`config.mk`:
```
export PLATFORM = sky130hd
export DESIGN_NAME = multichannel_moving_average
export DESIGN_NICKNAME = d
export VERILOG_FILES = /design/src/hdl/mma_pkg.sv /design/src/hdl/mma_ram.sv /design/src/hdl/mma_filter.sv /design/src/hdl/mma_scale.sv /design/src/hdl/multichannel_moving_average.sv
export SDC_FILE = /design/constraint.sdc
export NUM_CORES = 1
export LEC_CHECK = 0
export BUFFER_PORTS_ARGS = -buffer_cell sky130_fd_sc_hd__clkbuf_2
export CAP_MARGIN = 20
export CORE_ASPECT_RATIO = 0.5
export CORE_UTILIZATION = 49
export CTS_CLUSTER_DIAMETER = 200
export DETAILED_ROUTE_END_ITERATION = 8
export SLEW_MARGIN = 40
export SYNTH_ARGS = -nofsm -noshare
export SYNTH_HDL_FRONTEND = slang
export SYNTH_SLANG_ARGS = --single-unit
```
`constraint.sdc`:
```
create_clock -name clk -period 19.44 [get_ports clk]
set_input_delay 0.972 -clock clk [delete_from_list [all_inputs] [get_ports clk]]
set_output_delay 0.972 -clock clk [all_outputs]
set_load 0.01 [all_outputs]
```
`src/hdl/mma_pkg.sv`:
```
`timescale 1ns / 1ps
// Shared types and constants for the multichannel moving average block.
package mma_pkg;

  localparam int LEVEL_W  = 12;
  localparam int SCALED_W = 16;
  localparam int ACTION_W = 2;
  localparam int CHAN_W   = 2;

  localparam int CHANNELS_DEF = 3;
  localparam int WINDOW_DEF   = 8;

  localparam logic [LEVEL_W-1:0] RESET_LEVEL = 12'd2048;
  localparam logic [LEVEL_W-1:0] DEAD_LOW    = 12'd20;
  localparam logic [LEVEL_W-1:0] DEAD_HIGH   = 12'd4070;
  localparam int                 FULL_SCALE  = 4095;

  // |max_out| reaches 32768, still 16 bits unsigned
  localparam int MAG_W   = 16;
  localparam int MPROD_W = LEVEL_W + MAG_W;

  // x / 4095 as (x * ceil(2^40 / 4095)) >> 40, exact for x < 2^28
  localparam int FS_SHIFT   = 40;
  localparam int FS_RECIP_W = 29;
  localparam logic [FS_RECIP_W-1:0] FS_RECIP =
    FS_RECIP_W'(((64'd1 << FS_SHIFT) + 64'(FULL_SCALE - 1)) / 64'(FULL_SCALE));

  typedef enum logic [ACTION_W-1:0] {
    ACT_FILTERED = 2'd0,
    ACT_RAW      = 2'd1,
    ACT_SCALED   = 2'd2
  } action_t;

  typedef struct packed {
    logic [ACTION_W-1:0]        action;
    logic [CHAN_W-1:0]          channel;
    logic [LEVEL_W-1:0]         sample;
    logic signed [SCALED_W-1:0] max_out;
  } req_t;

  typedef struct packed {
    logic [LEVEL_W-1:0]         level;
    logic signed [SCALED_W-1:0] scaled;
    logic                       channel_ok;
  } rsp_t;

  // level handed from the filter stages to the scaling stages
  typedef struct packed {
    logic                       ok;
    logic                       scale;
    logic [LEVEL_W-1:0]         level;
    logic signed [SCALED_W-1:0] max_out;
  } lvl_t;

endpackage

```
`src/hdl/mma_ram.sv`:
```
`timescale 1ns / 1ps
// Generic simple dual-port RAM with registered read.
module mma_ram #(
  parameter int WIDTH = 12,
  parameter int DEPTH = 32,
  localparam int ADDR_W = (DEPTH > 1) ? $clog2(DEPTH) : 1
) (
  input  logic              clk,
  input  logic              we,
  input  logic [ADDR_W-1:0] waddr,
  input  logic [WIDTH-1:0]  wdata,
  input  logic              re,
  input  logic [ADDR_W-1:0] raddr,
  output logic [WIDTH-1:0]  rdata
);

  logic [WIDTH-1:0] mem [DEPTH];

  always_ff @(posedge clk) begin
    if (we) begin
      mem[waddr] <= wdata;
    end
    if (re) begin
      rdata <= mem[raddr];
    end
  end

endmodule

```
`src/hdl/mma_filter.sv`:
```
`timescale 1ns / 1ps
// Ring storage, running sums and window average stages.
module mma_filter #(
  parameter int CHANNELS = mma_pkg::CHANNELS_DEF,
  parameter int WINDOW   = mma_pkg::WINDOW_DEF
) (
  input  logic                      clk,
  input  logic                      rst,
  input  logic                      req_valid,
  output logic                      req_ready,
  input  mma_pkg::req_t             req,
  input  logic [mma_pkg::CHAN_W-1:0] scaled_channel,
  output logic                      lvl_valid,
  input  logic                      lvl_ready,
  output mma_pkg::lvl_t             lvl
);

  localparam int IDX_W     = (CHANNELS > 1) ? $clog2(CHANNELS) : 1;
  localparam int SLOT_W    = (WINDOW > 1) ? $clog2(WINDOW) : 1;
  localparam int ADDR_W    = IDX_W + SLOT_W;
  localparam int DEPTH     = 1 << ADDR_W;
  localparam int SUM_W     = $clog2(mma_pkg::FULL_SCALE * WINDOW + 1);
  localparam int WIN_LOG   = $clog2(WINDOW);
  localparam int AVG_SHIFT = SUM_W + WIN_LOG;
  localparam int RECIP_W   = SUM_W + 1;
  localparam int PROD_W    = SUM_W + RECIP_W;
  localparam logic [RECIP_W-1:0] AVG_RECIP =
    RECIP_W'(((64'd1 << AVG_SHIFT) + 64'(WINDOW - 1)) / 64'(WINDOW));
  localparam logic [SUM_W-1:0] SUM_RESET =
    SUM_W'(int'(mma_pkg::RESET_LEVEL) * WINDOW);
  localparam int LW = mma_pkg::LEVEL_W;

  // per-channel state
  logic [SLOT_W-1:0] slot   [CHANNELS];
  logic [SUM_W-1:0]  sum    [CHANNELS];
  logic [CHANNELS-1:0] filled;

  // accept-side decode
  logic [mma_pkg::CHAN_W-1:0] ch_eff;
  logic              act_ok, ok0, filt0, wrap0, hit0, accept;
  logic [IDX_W-1:0]  ch_idx0;
  logic [SLOT_W-1:0] slot0;
  logic [ADDR_W-1:0] addr0;

  // stage 1
  logic              s1_valid;
  logic              s1_ok, s1_filt, s1_scale, s1_old_valid, s1_byp;
  logic [IDX_W-1:0]  s1_ch;
  logic [ADDR_W-1:0] s1_addr;
  logic [LW-1:0]     s1_sample, s1_byp_data;
  logic signed [mma_pkg::SCALED_W-1:0] s1_max_out;
  logic [LW-1:0]     ram_rdata, old_level;
  logic [SUM_W-1:0]  sum_new;
  logic              s1_go, wr_en;

  // stage 2
  logic              s2_valid, s2_free, s1_free;
  logic              s2_ok, s2_filt, s2_scale;
  logic [LW-1:0]     s2_sample;
  logic [PROD_W-1:0] s2_prod;
  logic signed [mma_pkg::SCALED_W-1:0] s2_max_out;

  assign s2_free   = !s2_valid || lvl_ready;
  assign s1_free   = !s1_valid || s2_free;
  assign req_ready = s1_free;
  assign accept    = req_valid && s1_free;
  assign s1_go     = s1_valid && s2_free;
  assign wr_en     = s1_go && s1_filt;

  always_comb begin
    act_ok = (req.action == mma_pkg::ACT_FILTERED) || (req.action == mma_pkg::ACT_RAW) ||
             (req.action == mma_pkg::ACT_SCALED);
    ch_eff  = (req.action == mma_pkg::ACT_SCALED) ? scaled_channel : req.channel;
    ok0     = act_ok && (int'(ch_eff) < CHANNELS);
    filt0   = ok0 && (req.action != mma_pkg::ACT_RAW);
    ch_idx0 = IDX_W'(ch_eff);
    slot0   = slot[ch_idx0];
    wrap0   = (slot0 == SLOT_W'(WINDOW - 1));
    addr0   = {ch_idx0, slot0};
    hit0    = wr_en && filt0 && (s1_addr == addr0);
  end

  mma_ram #(
    .WIDTH (LW),
    .DEPTH (DEPTH)
  ) u_ring (
    .clk   (clk),
    .we    (wr_en),
    .waddr (s1_addr),
    .wdata (s1_sample),
    .re    (accept && filt0),
    .raddr (addr0),
    .rdata (ram_rdata)
  );

  // entries not yet written in the first lap read as the reset level
  always_comb begin
    if (s1_byp) begin
      old_level = s1_byp_data;
    end else if (s1_old_valid) begin
      old_level = ram_rdata;
    end else begin
      old_level = mma_pkg::RESET_LEVEL;
    end
    sum_new = sum[s1_ch] - SUM_W'(old_level) + SUM_W'(s1_sample);
  end

  always_ff @(posedge clk) begin
    if (rst) begin
      s1_valid <= 1'b0;
      s2_valid <= 1'b0;
      filled   <= '0;
      for (int c = 0; c < CHANNELS; c++) begin
        slot[c] <= '0;
        sum[c]  <= SUM_RESET;
      end
    end else begin
      if (s1_free) begin
        s1_valid <= req_valid;
      end
      if (s2_free) begin
        s2_valid <= s1_valid;
      end
      if (accept && filt0) begin
        slot[ch_idx0] <= wrap0 ? '0 : slot0 + SLOT_W'(1);
        if (wrap0) begin
          filled[ch_idx0] <= 1'b1;
        end
      end
      if (wr_en) begin
        sum[s1_ch] <= sum_new;
      end
    end
  end

  always_ff @(posedge clk) begin
    if (accept) begin
      s1_ok        <= ok0;
      s1_filt      <= filt0;
      s1_scale     <= ok0 && (req.action == mma_pkg::ACT_SCALED);
      s1_ch        <= ch_idx0;
      s1_addr      <= addr0;
      s1_old_valid <= filled[ch_idx0];
      s1_byp       <= hit0;
      s1_byp_data  <= s1_sample;
      s1_sample    <= req.sample;
      s1_max_out   <= req.max_out;
    end
    if (s1_go) begin
      s2_ok      <= s1_ok;
      s2_filt    <= s1_filt;
      s2_scale   <= s1_scale;
      s2_sample  <= s1_sample;
      s2_max_out <= s1_max_out;
      s2_prod    <= PROD_W'(sum_new) * PROD_W'(AVG_RECIP);
    end
  end

  always_comb begin
    lvl_valid   = s2_valid;
    lvl.ok      = s2_ok;
    lvl.scale   = s2_scale;
    lvl.max_out = s2_max_out;
    if (s2_filt) begin
      lvl.level = s2_prod[AVG_SHIFT +: LW];
    end else if (s2_ok) begin
      lvl.level = s2_sample;
    end else begin
      lvl.level = '0;
    end
  end

endmodule

```
`src/hdl/mma_scale.sv`:
```
`timescale 1ns / 1ps
// Full-scale mapping stages with dead zones and the result register.
module mma_scale (
  input  logic          clk,
  input  logic          rst,
  input  logic          lvl_valid,
  output logic          lvl_ready,
  input  mma_pkg::lvl_t lvl,
  output logic          rsp_valid,
  input  logic          rsp_ready,
  output mma_pkg::rsp_t rsp
);

  localparam int LW   = mma_pkg::LEVEL_W;
  localparam int SW   = mma_pkg::SCALED_W;
  localparam int MW   = mma_pkg::MPROD_W;
  localparam int QP_W = mma_pkg::MPROD_W + mma_pkg::FS_RECIP_W;

  logic out_free, s4_free, s3_free;
  logic neg_in;
  logic [mma_pkg::MAG_W-1:0] mag;

  logic              s3_valid, s3_ok, s3_scale, s3_neg;
  logic [LW-1:0]     s3_level;
  logic [MW-1:0]     s3_mprod;
  logic signed [SW-1:0] s3_max_out;

  logic              s4_valid, s4_ok, s4_scale, s4_neg;
  logic [LW-1:0]     s4_level;
  logic [QP_W-1:0]   s4_qprod;
  logic signed [SW-1:0] s4_max_out;

  logic [SW-1:0]        quot;
  logic signed [SW-1:0] scaled_next;

  assign out_free  = !rsp_valid || rsp_ready;
  assign s4_free   = !s4_valid || out_free;
  assign s3_free   = !s3_valid || s4_free;
  assign lvl_ready = s3_free;

  always_comb begin
    neg_in = lvl.max_out[SW-1];
    mag    = neg_in ? mma_pkg::MAG_W'(~$unsigned(lvl.max_out) + 16'd1)
                    : mma_pkg::MAG_W'($unsigned(lvl.max_out));
  end

  // magnitude quotient, sign applied afterwards: truncation toward zero
  always_comb begin
    quot = s4_qprod[mma_pkg::FS_SHIFT +: SW];
    if (!s4_scale) begin
      scaled_next = '0;
    end else if (s4_level < mma_pkg::DEAD_LOW) begin
      scaled_next = '0;
    end else if (s4_level > mma_pkg::DEAD_HIGH) begin
      scaled_next = s4_max_out;
    end else if (s4_neg) begin
      scaled_next = -$signed(quot);
    end else begin
      scaled_next = $signed(quot);
    end
  end

  always_ff @(posedge clk) begin
    if (rst) begin
      s3_valid  <= 1'b0;
      s4_valid  <= 1'b0;
      rsp_valid <= 1'b0;
    end else begin
      if (s3_free) begin
        s3_valid <= lvl_valid;
      end
      if (s4_free) begin
        s4_valid <= s3_valid;
      end
      if (out_free) begin
        rsp_valid <= s4_valid;
      end
    end
  end

  always_ff @(posedge clk) begin
    if (s3_free && lvl_valid) begin
      s3_ok      <= lvl.ok;
      s3_scale   <= lvl.scale;
      s3_neg     <= neg_in;
      s3_level   <= lvl.level;
      s3_max_out <= lvl.max_out;
      s3_mprod   <= MW'(lvl.level) * MW'(mag);
    end
    if (s4_free && s3_valid) begin
      s4_ok      <= s3_ok;
      s4_scale   <= s3_scale;
      s4_neg     <= s3_neg;
      s4_level   <= s3_level;
      s4_max_out <= s3_max_out;
      s4_qprod   <= QP_W'(s3_mprod) * QP_W'(mma_pkg::FS_RECIP);
    end
    if (out_free && s4_valid) begin
      rsp.level      <= s4_level;
      rsp.scaled     <= scaled_next;
      rsp.channel_ok <= s4_ok;
    end
  end

endmodule

```
`src/hdl/multichannel_moving_average.sv`:
```
`timescale 1ns / 1ps
// Top level of the multichannel boxcar moving average.
//
// Takes one item per clock while req_ready is high; one result per item
// comes back, in order, via the filter, scaling and result registers. The
// rate is set by the sample ring RAM: one read (at acceptance) and one
// write (from stage 1, with a bypass for back-to-back hits) per cycle; the
// running sums sit in registers. Per-channel fill flags make unwritten
// ring entries read as 2048; no clearing pass is needed after reset. The
// user writes scaled_channel (cfg_we/cfg_data) only while idle, unchecked.
module multichannel_moving_average #(
  parameter int CHANNELS = mma_pkg::CHANNELS_DEF,
  parameter int WINDOW   = mma_pkg::WINDOW_DEF
) (
  input  logic                       clk,
  input  logic                       rst,
  input  logic                       req_valid,
  output logic                       req_ready,
  input  mma_pkg::req_t              req,
  output logic                       rsp_valid,
  input  logic                       rsp_ready,
  output mma_pkg::rsp_t              rsp,
  input  logic                       cfg_we,
  input  logic [mma_pkg::CHAN_W-1:0] cfg_data
);

  logic [mma_pkg::CHAN_W-1:0] scaled_channel;
  logic          lvl_valid, lvl_ready;
  mma_pkg::lvl_t lvl;

  always_ff @(posedge clk) begin
    if (rst) begin
      scaled_channel <= '0;
    end else if (cfg_we) begin
      scaled_channel <= cfg_data;
    end
  end

  mma_filter #(
    .CHANNELS (CHANNELS),
    .WINDOW   (WINDOW)
  ) u_filter (
    .clk            (clk),
    .rst            (rst),
    .req_valid      (req_valid),
    .req_ready      (req_ready),
    .req            (req),
    .scaled_channel (scaled_channel),
    .lvl_valid      (lvl_valid),
    .lvl_ready      (lvl_ready),
    .lvl            (lvl)
  );

  mma_scale u_scale (
    .clk       (clk),
    .rst       (rst),
    .lvl_valid (lvl_valid),
    .lvl_ready (lvl_ready),
    .lvl       (lvl),
    .rsp_valid (rsp_valid),
    .rsp_ready (rsp_ready),
    .rsp       (rsp)
  );

endmodule
```
; ---- Yosys cells after proc, flatten, opt, wreduce, memory -nomap -nowiden
; Memory sizes are Yosys's and may differ from the RTL's. A register that Yosys moved wholly into a read port is not among the register bits.
; Index checks and enable logic that the tools add are counted.
[op_classes]
reduce_logical = 30
eq_ne = 5
div = 0
multipliers = 2
muxes = 29
shift = 0
bitwise_logic = 3
addsub = 5
magnitude_cmp = 5
[ops]
columns = operator, count
row1 = $mul A28 B29 Y56 const B, 1
row2 = $mux W12, 4
row3 = $mux W16, 3
row4 = $mul A12 B16 Y28, 1
row5 = $add A16 B1 Y16 const B, 1
row6 = $neg A16 Y16, 1
row7 = $not A16 Y16, 1
row8 = $add A15 B12 Y15, 1
row9 = $mux W15, 1
row10 = $reduce_or A15 Y1, 1
row11 = $sub A15 B12 Y15, 1
row12 = $logic_and A1 B1 Y1, 13
row13 = $mux W1, 13
row14 = $gt A12 B12 Y1 const B, 1
row15 = $lt A12 B5 Y1 const B, 1
row16 = $mux W2, 4
row17 = $logic_or A1 B1 Y1, 7
row18 = $mux W3, 2
row19 = $eq A5 B5 Y1, 1
row20 = $logic_not A1 Y1, 5
row21 = $add A3 B1 Y3 const B, 1
row22 = $eq A3 B3 Y1 const B, 1
row23 = $lt A2 B3 Y1 const B, 1
row24 = $or A3 B3 Y3, 1
row25 = 12 further kinds, 12
[word_totals]
in_bits = 39
ramBits = 438
word_cells = 120
rom_bits = 0
register_bits = 283
latchBits = 0
mem_count = 3
[mem_list]
columns = memory, depth, width, read_ports, rd_clocked_by_memory_dff, wr, line_no
row1 = u_filter.u_ring.mem, 32, 12, 1, 1, 1, mma_ram.sv:17  ; logic [WIDTH-1:0] mem [DEPTH];
row2 = u_filter.sum, 3, 15, 1, 1, 3, mma_filter.sv:35  ; logic [SUM_W-1:0] sum [CHANNELS];
row3 = u_filter.slot, 3, 3, 1, 0, 3, mma_filter.sv:34  ; logic [SLOT_W-1:0] slot [CHANNELS];

; ---- Longest topological paths before layout
[depth]
word_depth = 13
mapped_depth = 26
depth_no_buf = 26

; ---- Hierarchy
; From an unflattened synthesis, not the netlist that was laid out.
[hier_totals]
cells_unflattened = 2806
hier_area_um2 = 37966.4
[modules_own_cells]
columns = module, area_per_inst_um2, instances, cells_each, seq_area_each_um2
row1 = mma_ram, 15588.7, 1, 868, 11891.4
row2 = mma_scale, 14843.0, 1, 1440, 4053.9
row3 = mma_filter, 7467.2, 1, 492, 5094.9
row4 = multichannel_moving_average, 67.6, 1, 6, 40.0

; ---- Worst setup path before layout
; No wires, ideal clock.
[synth_timing]
path_type = reg-to-reg
start = reg u_filter.s2_max_out[4] in the netlist's numbering
end = reg u_scale.s3_mprod[27] (data pin)
arrival_time_ns = 6.634
synth_period_minus_slack_ns = 6.893
path_slack_ns = 12.547
n_path_buf = 1
path_stages_with_launch = 24
cell_sequence = edfxtp_1 > or4_1 > or2_2 > o41ai_1 > xnor2_1 > clkbuf_1 > nand2_1 > fa_1 > inv_1 > fa_1 > inv_1 > fa_1 > fa_1 > fa_1 > inv_1 > ha_1 > or2_2 > a21oi_1 > a21oi_1 > a211oi_1 > a21oi_1 > a211oi_1 > a21oi_1 > xnor2_1
[synth_between]
elab_chain_cells = 4
[synth_rtl]
columns = element, line_no
row1 = "start, declared", mma_filter.sv:61  ; logic signed [mma_pkg::SCALED_W-1:0] s2_max_out;
row2 = "start signal, assigned", mma_filter.sv:154  ; s2_max_out <= s1_max_out;
row3 = $not A16 Y16, mma_scale.sv:43  ; mag = neg_in ? mma_pkg::MAG_W'(~$unsigned(lvl.max_out) + 16'd1)
row4 = $add A16 B1 Y16, mma_scale.sv:43
row5 = $mux W16 (*), mma_scale.sv:43
row6 = $mul A12 B16 Y28 (*), mma_scale.sv:88  ; s3_mprod <= MW'(lvl.level) * MW'(mag);
row7 = "end signal, assigned", mma_scale.sv:88
row8 = "end, declared", mma_scale.sv:25  ; logic [MW-1:0] s3_mprod;
; Every way passes the cells marked *; elsewhere a longest branch is shown, timed or not.
; A chain may end at the register's enable or synchronous reset.

; ---- Final worst setup path
[layout_timing]
start = reg u_filter.s2_max_out[0] in the netlist's numbering
end = reg u_scale.s3_mprod[27] (data pin)
; The elaborated chain is that of the path after synthesis.

==> impl_results.md <==
* Routed Antenna Nets at 0
* Crit-path cells: clkinv_1, ha_1, nand2_1, o21ai_0, xnor2_1, nand2_1, fa_1, inv_1, fa_1, fa_1, fa_1, inv_1, fa_1, inv_1, ha_1, a21oi_1, o21ai_0, nor3_1, a21oi_1, a211oi_1, a21oi_1, a211oi_1, a21oi_1, xnor2_1
* Post-synth top cells: edfxtp_1 (694), inv_1 (347), ha_1 (242)
* Clk_skew at 0.0651 ns
* CTS Buf Count at 60
* Required @ worst endpoint at 19.84 ns
* Hold buffer count at cts at 0
* Cts repair resizes at 0
* Yosys reg bits at 706
* Area growth from synthesis to layout at 10.6%
* First-pass GRT wire length at 129000 um
* Peak Freq at 131 MHz
* Synth area leaders: edfxtp_1 (56%), fa_1 (9.1%), ha_1 (8.1%)
* Top-count cell post-synth: edfxtp_1
* Layout cells sized above 1 at 11.5%
* H-tree depth at 2
* RR Endpoint: u_scale.s3_mprod[27]$_DFFE_PP_
* Leading area contributor after synthesis: edfxtp_1
* Per-cell routed wire length at 22.0 um
* Worst R2R Setup Slack at 11.83 ns
* Arrival time worst endpoint at 8.02 ns
* GRT Util Overall at 22.3%
* MaxCap Viol Count at 0
* Rows at 71
* # IOs at 70
* Die Ht at 197 um
* FF/Latch Area at 0.0211 mm^2
* Crit Reg-Reg Startpoint: u_filter.s2_max_out[0]$_DFFE_PP_
* Fillers at 6242
* Core outline area at 0.0752 mm^2
* Ratio of final minimum period to clock period at 39.2%
* Max FO, Critical Path at 9
* Drc violations at 0
* Slew @ Worst Pin at 0.904 ns
* Normalized max-slew margin at 39.7%
* Nature of the critical path endpoint: flip-flop
* Synth warn at 0
* Global route overflow at 0
* Clock latency at the later pin of the worst-skew pair at 0.68 ns
* Area share of the largest cell type after synthesis at 55.9%
* Worst-path clk slew at 0.07 ns
* Most common flop cell mapped by yosys: edfxtp_1
* Mapped Area at 0.0373 mm^2
* Seq/Total Area, Yosys at 56.6%
* Hold Path Class: flip-flop to flip-flop
* Post-route cell area at 0.0412 mm^2
* Critical path type: flip-flop to flip-flop
* TNS Setup at 0 ns
* Hold_ws at 0.415 ns
* Max clock buf depth at 3
* EDFF count, synth at 694
* WHS Path Cells at 0
* VDD IR max at 0.140 mV
* Fin. max-slew vios at 0
* N_diodes at 0
* CTS tree: yes
* Routed WL at 85100 um
* Worst path max stage delay at 0.71 ns
* Critical path's slowest cell: xnor2_1
* Vias in the first global route at 21343
* Synth cell types at 69
* WHS Endpoint: u_scale.s4_level[6]$_DFFE_PP_
* R2r worst-path depth at 24
* Ys async rst share at 0%
* Port Buffer Count at 69
* Minimum clock period after layout at 7.61 ns
* First-pass detailed-route iteration total at 7
* Die X at 392 um
* Multi-input gate area at 0.0147 mm^2
* Vias per cell at 5.48
* Largest net degree at the start of global routing at 107
* Die area at 0.0772 mm^2
* Initial antenna violation count at 0
* CTS Root Cell: clkbuf_16
* Setup Viol. Count Final at 0
* Crit path top cell by count: fa_1
* DR iter-0 viols at 1449
* Hpwl dp at 59300 um
* Post-Synthesis Cells at 2689
* RSZ-0062 raised after global routing: no
* CTS Sinks at 706
* Routed vias at 21227
* Setup bufs post-CTS at 0
* Pwr dens at 144 mW/mm^2
* Status: complete, no violations
* Gpl congestion at 0.898
* Final Hold Fails at 0
* Initial core utilization at 49.6%
* Avg Cell Area, Syn at 13.9 um^2
* LEAKAGE at 16.3 nW
* NumNets Final at 3260
* Hold path start: u_scale.s3_level[6]$_DFFE_PP_
* Post-DP Area at 0.0392 mm^2
* Crit start category: flip-flop
-- state kept, by name (all words and copies together) (netlist names), 15 cells and up, named ones only --
signal               count
u_filter.s1_max_out     16
u_filter.s2_max_out     16
u_filter.sum            60
u_filter.u_ring.mem    384
u_scale.rsp             29
u_scale.s3_max_out      15
u_scale.s3_mprod        28
u_scale.s4_max_out      15
u_scale.s4_qprod        16
-- cell families after synthesis --
group	share of synthesized area, %
adder cells (fa/ha/maj)	17.2
AO/OA/AOI/OAI	5.66
AND/OR/NAND/NOR	7.00
flip-flops	56.6
XOR/XNOR	1.97
multiplexers	7.00
buffers and inverters	4.57
other	0.0101
-- metal layers --
metal / GRT usage, % / share of wire (%) / vias to the layer above
li1: - / - / 9893
met1: 31.0 / 44 / 10796
met2: 36.7 / 48 / 447
met3: 4.24 / 5.8 / 91
met4: 4.75 / 1.9 / 0
met5: 0 / 0 / -
-- through the flow --
step / worst slack [ns] / cells / util [%] / power, mW
2_1_floorplan: 12.55 / 2691 / - / 4.07
3_3_place_gp: 11.88 / 3764 / 52.0 / 4.70
3_5_place_dp: 11.80 / 3766 / 52.1 / 4.75
4_1_cts: 11.78 / 3873 / 54.7 / 5.99
5_1_grt: 11.24 / 3877 / 54.8 / 6.45
6_report: 11.83 / 3877 / 54.8 / 5.93
-- worst max-delay path by stage --
stage | depth (start not counted) | slack (ns) | from | to
after floorplan | 23 | 12.55 | u_filter.s2_max_out[4]$_DFFE_PP_ | u_scale.s3_mprod[27]$_DFFE_PP_
after CTS | 21 | 11.78 | u_filter.s2_filt$_DFFE_PP_ | u_scale.s3_mprod[27]$_DFFE_PP_
final | 24 | 11.83 | u_filter.s2_max_out[0]$_DFFE_PP_ | u_scale.s3_mprod[27]$_DFFE_PP_
after detailed placement | 21 | 11.80 | u_filter.s2_filt$_DFFE_PP_ | u_scale.s3_mprod[27]$_DFFE_PP_
after global placement | 24 | 11.88 | u_filter.s2_max_out[0]$_DFFE_PP_ | u_scale.s3_mprod[27]$_DFFE_PP_
after global routing | 24 | 11.24 | u_filter.s2_max_out[0]$_DFFE_PP_ | u_scale.s3_mprod[27]$_DFFE_PP_
-- worst max-delay path: cells and delay by family, from the launching register on --
| kind | cells | cell delay, ns |
|---|---|---|
| buffers and inverters | 4 | 0.49 |
| XOR/XNOR | 2 | 0.85 |
| flip-flops | 1 | 0.59 |
| AO/OA/AOI/OAI | 8 | 1.73 |
| AND/OR/NAND/NOR | 3 | 0.49 |
| adder cells (fa/ha/maj) | 7 | 3.24 |
-- area by class of cell --
| class | count | share of cell area [%] |
|---|---|---|
| Clock buffer | 73 | 3.86 |
| Tap cell | 1022 | 3.10 |
| Inverter | 352 | 3.21 |
| Timing Repair Buffer | 135 | 2.16 |
| Multi-Input combinational cell | 1555 | 35.6 |
| Sequential cell | 706 | 51.2 |
| Clock inverter | 34 | 0.926 |
-- layout by cell type (no fill, tap or decap), drive strengths merged, types with 14 or more instances in the layout --
cell type / instances
edfxtp: 694
inv: 349
ha: 242
nor2: 204
nand2: 186
fa: 169
clkbuf: 142
mux2i: 114
a21oi: 66
buf: 66
mux4: 63
xnor2: 49
o21ai: 38
xor2: 35
and2: 31
a22oi: 30
nor3: 29
nand3: 27
a211oi: 26
a221oi: 25
clkinv: 25
nand2b: 20
and3: 19
a21o: 16
a22o: 16
or3: 14
-- power by group --
group | internal (mW) | switching (mW)
clock | 0.663 | 0.557
combinational | 1.19 | 1.59
sequential | 1.86 | 0.0691
total | 3.71 | 2.22
No activity file was read; power rests on OpenSTA's default activity.
